**config.mk**
```make
export PLATFORM = sky130hd
export DESIGN_NAME = ibt_ram
export DESIGN_NICKNAME = d
export VERILOG_FILES = /design/src/hdl/ibt_ram.sv
export SDC_FILE = /design/constraint.sdc
export NUM_CORES = 1
export LEC_CHECK = 0
export BUFFER_PORTS_ARGS = -buffer_cell sky130_fd_sc_hd__buf_2
export CAP_MARGIN = 20
export CORE_MARGIN = 5
export CORE_UTILIZATION = 55
export DETAILED_ROUTE_END_ITERATION = 10
export PLACE_DENSITY = 0.74
export SLEW_MARGIN = 10
export SYNTH_ARGS = -nofsm -noshare
export SYNTH_HDL_FRONTEND = slang
export SYNTH_SLANG_ARGS = --single-unit
```
**constraint.sdc**
```tcl
create_clock -name clk -period 2.95 [get_ports clk]
set_input_delay 0.59 -clock clk [delete_from_list [all_inputs] [get_ports clk]]
set_output_delay 0.59 -clock clk [all_outputs]
set_load 0.02 [all_outputs]
```
**src/hdl/ibt_ram.sv**
```systemverilog
// Generic single-port-write, single-port-read RAM with a registered read.
// No dependencies.
`default_nettype none

module ibt_ram #(
    parameter int WIDTH = 8,
    parameter int DEPTH = 16,
    localparam int AW = (DEPTH > 1) ? $clog2(DEPTH) : 1
) (
    input  wire logic             clk,
    input  wire logic             wr_en,
    input  wire logic [AW-1:0]    wr_addr,
    input  wire logic [WIDTH-1:0] wr_data,
    input  wire logic [AW-1:0]    rd_addr,
    output logic      [WIDTH-1:0] rd_data
);

    logic [WIDTH-1:0] mem [DEPTH];

    always_ff @(posedge clk)
    begin
        if (wr_en)
        begin
            mem[wr_addr] <= wr_data;
        end
        rd_data <= mem[rd_addr];
    end

endmodule

`default_nettype wire

```
==> results of run 1 <==
## sequential cells by signal, indices dropped and copies added, names as in the netlist
signal   cells
rd_data      8
mem        128
## logic make-up (layout without fill, tap and decap cells)
| logic type | after synthesis | count (layout) |
|---|---|---|
| AND/OR/NAND/NOR | 35 | 35 |
| AO/OA/AOI/OAI | 16 | 16 |
| flip-flops | 136 | 136 |
| multiplexers | 32 | 32 |
| buffers and inverters | 10 | 64 |
## layout by cell type (no fill, tap or decap)
master      instances
clkinv_2            2
or3b_2              1
a22oi_1            16
nand2b_1            2
mux4_1             14
and2_1              1
dfxtp_1             8
clkinv_4            1
clkbuf_16          16
buf_4               6
nor2_1             13
edfxtp_1          128
nor3_1              4
nand3b_1            2
nor2b_1             1
nand2_1             9
nand3_1             1
buf_12              1
clkbuf_8            1
bufinv_16           4
buf_2              25
and2b_1             1
clkinvlp_4          6
mux4_2             18
inv_6               2
## per-stage QoR
step	cell area (µm²)	power, mW
final	6010	4.55
after global routing	6010	4.69
after CTS	6010	4.58
after detailed placement	5390	2.43
after global placement	5390	2.42
after floorplan	5150	2.34
## power groups by stage
| stage | logic, mW | registers, mW | clock network, mW |
|---|---|---|---|
| floorplan | 0.110 | 2.23 | 0 |
| finish | 0.210 | 2.17 | 2.16 |
| CTS | 0.214 | 2.18 | 2.19 |
| global route | 0.229 | 2.18 | 2.29 |
| detailed placement | 0.213 | 2.22 | 0 |
| global placement | 0.208 | 2.21 | 0 |
## layer usage
layer | global-route usage | vias up | routed length (µm)
met5 | 0 | - | 0
met4 | 0.0822 | 0 | 128
met3 | 0.0650 | 6 | 859
met2 | 0.275 | 109 | 4790
met1 | 0.274 | 1207 | 3970
li1 | - | 1054 | -
## worst max-delay path: cells and delay by family
family        cells  cell delay, ns
simple gates      2            1.12
buf+inv           1            0.12
## Yosys cell counts
cell,count,area [µm²]
a22oi_1,16,120
nand2b_1,2,12.5
buf_6,3,33.8
nor2_1,13,48.8
mux4_2,18,405
nor2b_1,1,6.26
nand2_1,9,33.8
buf_2,3,15.0
and2_1,1,6.26
edfxtp_1,128,3840
mux4_1,14,368
nand3_1,1,5.00
and2b_1,1,7.51
or3b_2,1,8.76
nor3_1,4,20.0
nand3b_1,2,15.0
buf_4,1,7.51
dfxtp_1,8,160
clkdlybuf4s25_2,3,30.0
## worst max-delay path by stage
| stage | slack, ns | cells past startpoint | startpoint | to |
|---|---|---|---|---|
| floorplan | 0.87 | 2 | wr_addr[2] | mem[0][0]$_DFFE_PP_ |
| global placement | 0.72 | 3 | wr_addr[2] | mem[3][5]$_DFFE_PP_ |
| detailed placement | 0.67 | 3 | wr_addr[2] | mem[3][5]$_DFFE_PP_ |
| CTS | 1.23 | 3 | wr_addr[2] | mem[3][1]$_DFFE_PP_ |
| global route | 1.15 | 3 | wr_addr[2] | mem[3][1]$_DFFE_PP_ |
| finish | 1.26 | 3 | wr_addr[2] | mem[3][7]$_DFFE_PP_ |
## area by class of cell
class	count	share of cell area
timing repair buffer	32	0.0317
clock inverter	15	0.0335
sequential	136	0.667
clock buffer	17	0.0690
multi-input combinational	83	0.176
tap	111	0.0231
==> flow_metrics.env, run 1 <==
export IMPL_design_die_area_um2=11400
export IMPL_first_iter_violations=185
export IMPL_synthesis_instances=229
export IMPL_powerDensity_nw_per_um2=757
export IMPL_holdBufCountCts=0
export IMPL_synth_compound_area_frac=0.0233
export IMPL_yosysUniqueCellTypes=19
export IMPL_ant_nets=0
export IMPL_synth_simple_area_share=0.0318
export IMPL_critPathArrivalTime_ns=1.83
export IMPL_cp_required_ns=3.09
export IMPL_die_w_um=107
export IMPL_maxSlewViolCount=0
export IMPL_hp_class="in -> reg"
export IMPL_core_area_um2=9200
export IMPL_grt_ovfl_total=0
export IMPL_period_share=0.572
export IMPL_cts_sinks=136
export IMPL_clock_root_buffer="clkbuf_8"
export IMPL_finalHoldViolCount=0
export IMPL_vias_per_cell=6.03
export IMPL_yosysWarningCount=0
export IMPL_path_max_fanout=8
export IMPL_synth_seq_area_share=0.778
export IMPL_multi_input_area_um2=1060
export IMPL_dp_cells=362
export IMPL_ys_ff_latch=136
export IMPL_status="complete, no violations"
export IMPL_fin_cells=394
export IMPL_rows=35
export IMPL_synth_top_family_by_area="multiplexers"
export IMPL_slowest_delay_ns=0.61
export IMPL_grt_usage=0.192
export IMPL_drive_gt1_frac=0.293
export IMPL_p_clk_frac=0.476
export IMPL_holdWs_ns=0.472
export IMPL_cts_buffer_depth=2
export IMPL_rrSetupSlack_ns=1.48
export IMPL_skew_ns=0.00572
export IMPL_maxCapViolCount=0
export IMPL_routed_wl_um=9740
export IMPL_critPathKind="in -> reg"
export IMPL_ir_drop_mv=0.400
export IMPL_syn_nets=247
export IMPL_grt_pass1_vias=2475
export IMPL_place_congestion=0.715
export IMPL_grt_pass1_wl_um=15000
export IMPL_antenna_cells=0
export IMPL_regArea_um2=4000
export IMPL_fp_dieH_um=107
export IMPL_fill_cells=596
export IMPL_grt_start_max_net_pins=33
export IMPL_cp_start_kind="input port"
export IMPL_netlist_area_um2=5150
export IMPL_power_internal_mw=3.62
export IMPL_slew_limit_headroom=0.414
export IMPL_avgSynthCellArea_um2=22.5
export IMPL_post_place_ws_ns=0.674
export IMPL_port_buffers=25
export IMPL_fin_setup_tns_ns=0
export IMPL_htreeDepth=4
export IMPL_clock_fmax_mhz=593
export IMPL_path_cells="buf_2, or3b_2, nor2_1"
export IMPL_hp_start="wr_data[0]"
export IMPL_via_count=2376
export IMPL_layout_setup_ws_ns=1.26
export IMPL_setup_viol=0
export IMPL_drcViolationCount=0
export IMPL_cts_made_buffers=17
export IMPL_dp_hpwl_um=6060
export IMPL_reg2reg_depth=3
export IMPL_switching_share=0.205
export IMPL_finalCriticalPeriod_ns=1.69
export IMPL_r2r_start="mem[1][3]$_DFFE_PP_"
export IMPL_clk_latency_ns=0.52
export IMPL_pwr_share_seq=0.478
export IMPL_ctsResizeCount=0
export IMPL_cts_setup_buffers=0
export IMPL_dr_pass1_iters=4
export IMPL_rr_endpoint="rd_data[3]$_DFF_P_"
export IMPL_initial_core_util=0.560
export IMPL_clk_pin_slew_ns=0.06
export IMPL_fin_nets=288
export IMPL_p_sw_mw=0.930
export IMPL_worstMarginPinSlew_ns=0.876
export IMPL_end_kind="flip-flop"
export IMPL_synth_area_mux_share=0.150
export IMPL_p_leak_nw=2.02
export IMPL_synth_xor_area_share=0
export IMPL_grt_antenna_before_repair=0
export IMPL_tritoncts="yes"
export IMPL_rsz0062_at_grt="no"
export IMPL_worst_path_max_delay_cell="nor2_1"
export IMPL_holdPathStages=1
export IMPL_yosys_area_share_adder=0
export IMPL_io_pins=26
export IMPL_finish_utilization=0.653
export IMPL_combPwrFrac=0.046
export IMPL_wl_per_cell_um=24.7
export IMPL_hold_end="mem[5][0]$_DFFE_PP_"
export IMPL_areaGrowthSynthToFinish_pct=16.7
No activity file was read; power rests on OpenSTA's default activity.
==> run 2, diff against run 1 <==
==> constraint.sdc (replaced) <==
create_clock -name clk -period 1.75 [get_ports clk]
set_input_delay 0.35 -clock clk [delete_from_list [all_inputs] [get_ports clk]]
set_output_delay 0.35 -clock clk [all_outputs]
set_load 0.02 [all_outputs]
==> flow_metrics.env, run 2 (synthesis results as in run 1) <==
export IMPL_status="complete, no violations"
export IMPL_core_area_um2=9200
export IMPL_combPwrFrac=0.050
export IMPL_rsz0062_at_grt="no"
export IMPL_worst_path_max_delay_cell="dfxtp_1"
export IMPL_clk_latency_ns=0.52
export IMPL_grt_usage=0.202
export IMPL_grt_pass1_wl_um=16100
export IMPL_die_w_um=107
export IMPL_finalHoldViolCount=0
export IMPL_ctsResizeCount=0
export IMPL_clk_pin_slew_ns=0.06
export IMPL_layout_setup_ws_ns=0.377
export IMPL_drive_gt1_frac=0.345
export IMPL_via_count=2567
export IMPL_wl_per_cell_um=25.1
export IMPL_reg_top3="mem: 128 flops, rd_data: 8 flops"
export IMPL_fp_dieH_um=107
export IMPL_post_place_ws_ns=0.00679
export IMPL_cp_start_kind="flip-flop"
export IMPL_fin_nets=309
export IMPL_cts_buffer_depth=2
export IMPL_dr_pass1_iters=4
export IMPL_areaGrowthSynthToFinish_pct=19.9
export IMPL_holdBufCountCts=0
export IMPL_final_cell_mix="edfxtp_1, buf_2, buf_4"
export IMPL_fill_cells=577
export IMPL_slew_limit_headroom=0.709
export IMPL_crit_buf_inv=1
export IMPL_critPathArrivalTime_ns=1.02
export IMPL_skew_ns=0.00824
export IMPL_holdWs_ns=0.212
export IMPL_first_iter_violations=261
export IMPL_grt_antenna_before_repair=0
export IMPL_end_kind="output pin"
export IMPL_slowest_delay_ns=0.34
export IMPL_port_buffers=25
export IMPL_htreeDepth=4
export IMPL_antenna_cells=0
export IMPL_maxSlewViolCount=0
export IMPL_ir_drop_mv=0.881
export IMPL_rows=35
export IMPL_largest_reg_flops=128
export IMPL_worstMarginPinSlew_ns=0.436
export IMPL_clock_fmax_mhz=728
export IMPL_path_max_fanout=1
export IMPL_grt_start_max_net_pins=18
export IMPL_critPathKind="reg -> out"
export IMPL_tritoncts="yes"
export IMPL_cts_made_buffers=17
export IMPL_p_sw_mw=1.68
export IMPL_grt_ovfl_total=0
export IMPL_p_clk_frac=0.466
export IMPL_p_leak_nw=2.15
export IMPL_place_congestion=0.708
export IMPL_regMostFlops="mem"
export IMPL_clock_root_buffer="clkbuf_8"
export IMPL_routed_wl_um=10400
export IMPL_power_internal_mw=5.89
export IMPL_period_share=0.785
export IMPL_maxCapViolCount=0
export IMPL_ant_nets=0
export IMPL_fin_setup_tns_ns=0
export IMPL_cp_required_ns=1.40
export IMPL_vias_per_cell=6.19
export IMPL_finalCriticalPeriod_ns=1.37
export IMPL_grt_pass1_vias=2649
export IMPL_io_pins=26
export IMPL_dp_hpwl_um=6530
export IMPL_powerDensity_nw_per_um2=1230
export IMPL_cts_setup_buffers=0
export IMPL_setup_viol=0
export IMPL_switching_share=0.222
export IMPL_pwr_share_seq=0.483
export IMPL_cts_sinks=136
export IMPL_design_die_area_um2=11400
export IMPL_initial_core_util=0.560
export IMPL_final_common_cell="edfxtp_1"
export IMPL_path_cells="buf_2"
export IMPL_hp_class="in -> reg"
export IMPL_drcViolationCount=0
export IMPL_crit_family="flip-flops"
-- run 2: changes by cell type in the layout (fill, tap and decap cells not counted) --
| cell | change |
|---|---|
| inv_8 | +3 |
| buf_12 | +2 |
| nor3_2 | +1 |
| inv_6 | +4 |
| clkinv_4 | +2 |
| clkinvlp_4 | -5 |
| buf_4 | +19 |
| clkinv_2 | -2 |
| nor3_1 | -1 |
| bufinv_16 | -2 |
-- run 2: final timing paths --
kind / slack (ns) / start / to / cells past startpoint
hold / removal: 0.21 / wr_data[2] / mem[9][2]$_DFFE_PP_ / 1
setup reg to reg: 0.41 / mem[7][6]$_DFFE_PP_ / rd_data[6]$_DFF_P_ / 3
setup / recovery: 0.38 / rd_data[7]$_DFF_P_ / rd_data[7] / 1
hold reg to reg: 0.66 / mem[12][1]$_DFFE_PP_ / rd_data[1]$_DFF_P_ / 3
-- run 2: worst reg2reg max path, cell delays in order (launching register included) --
cell	delay [ns]
edfxtp_1	0.37
mux4_2	0.51
a22oi_1	0.25
nand2_1	0.09
-- run 2: through the flow --
step                      utilization  total power [mW]  instances  instance area (µm²)
after floorplan                     -              3.94        229                 5150
after global placement          0.607              4.09        383                 5580
after global routing            0.671              7.84        415                 6170
final                           0.671              7.57        415                 6170
after CTS                       0.671              7.63        415                 6170
after detailed placement        0.607              4.11        383                 5580
-- run 2: power by group through the flow --
stage               registers (mW)  clock network (mW)  logic, mW
finish                        3.66                3.53      0.379
global route                  3.67                3.76      0.410
CTS                           3.66                3.58      0.383
detailed placement            3.73                   0      0.377
global placement              3.73                   0      0.367
floorplan                     3.75                   0      0.185
-- run 2: area by class of cell --
| class | count | area, µm² | share of cell area |
|---|---|---|---|
| Multi-Input combinational cell | 83 | 1060 | 0.172 |
| Clock inverter | 15 | 180 | 0.0292 |
| Timing Repair Buffer | 53 | 373 | 0.0604 |
| Sequential cell | 136 | 4000 | 0.649 |
| Clock buffer | 17 | 414 | 0.0671 |
| Tap cell | 111 | 139 | 0.0225 |
-- run 2: per-layer routing --
metal	vias up	routed length (µm)	GRT usage
met5	-	0	0
met4	0	79	0.0749
met3	6	755	0.0572
met2	127	5290	0.316
met1	1333	4300	0.275
li1	1101	-	-
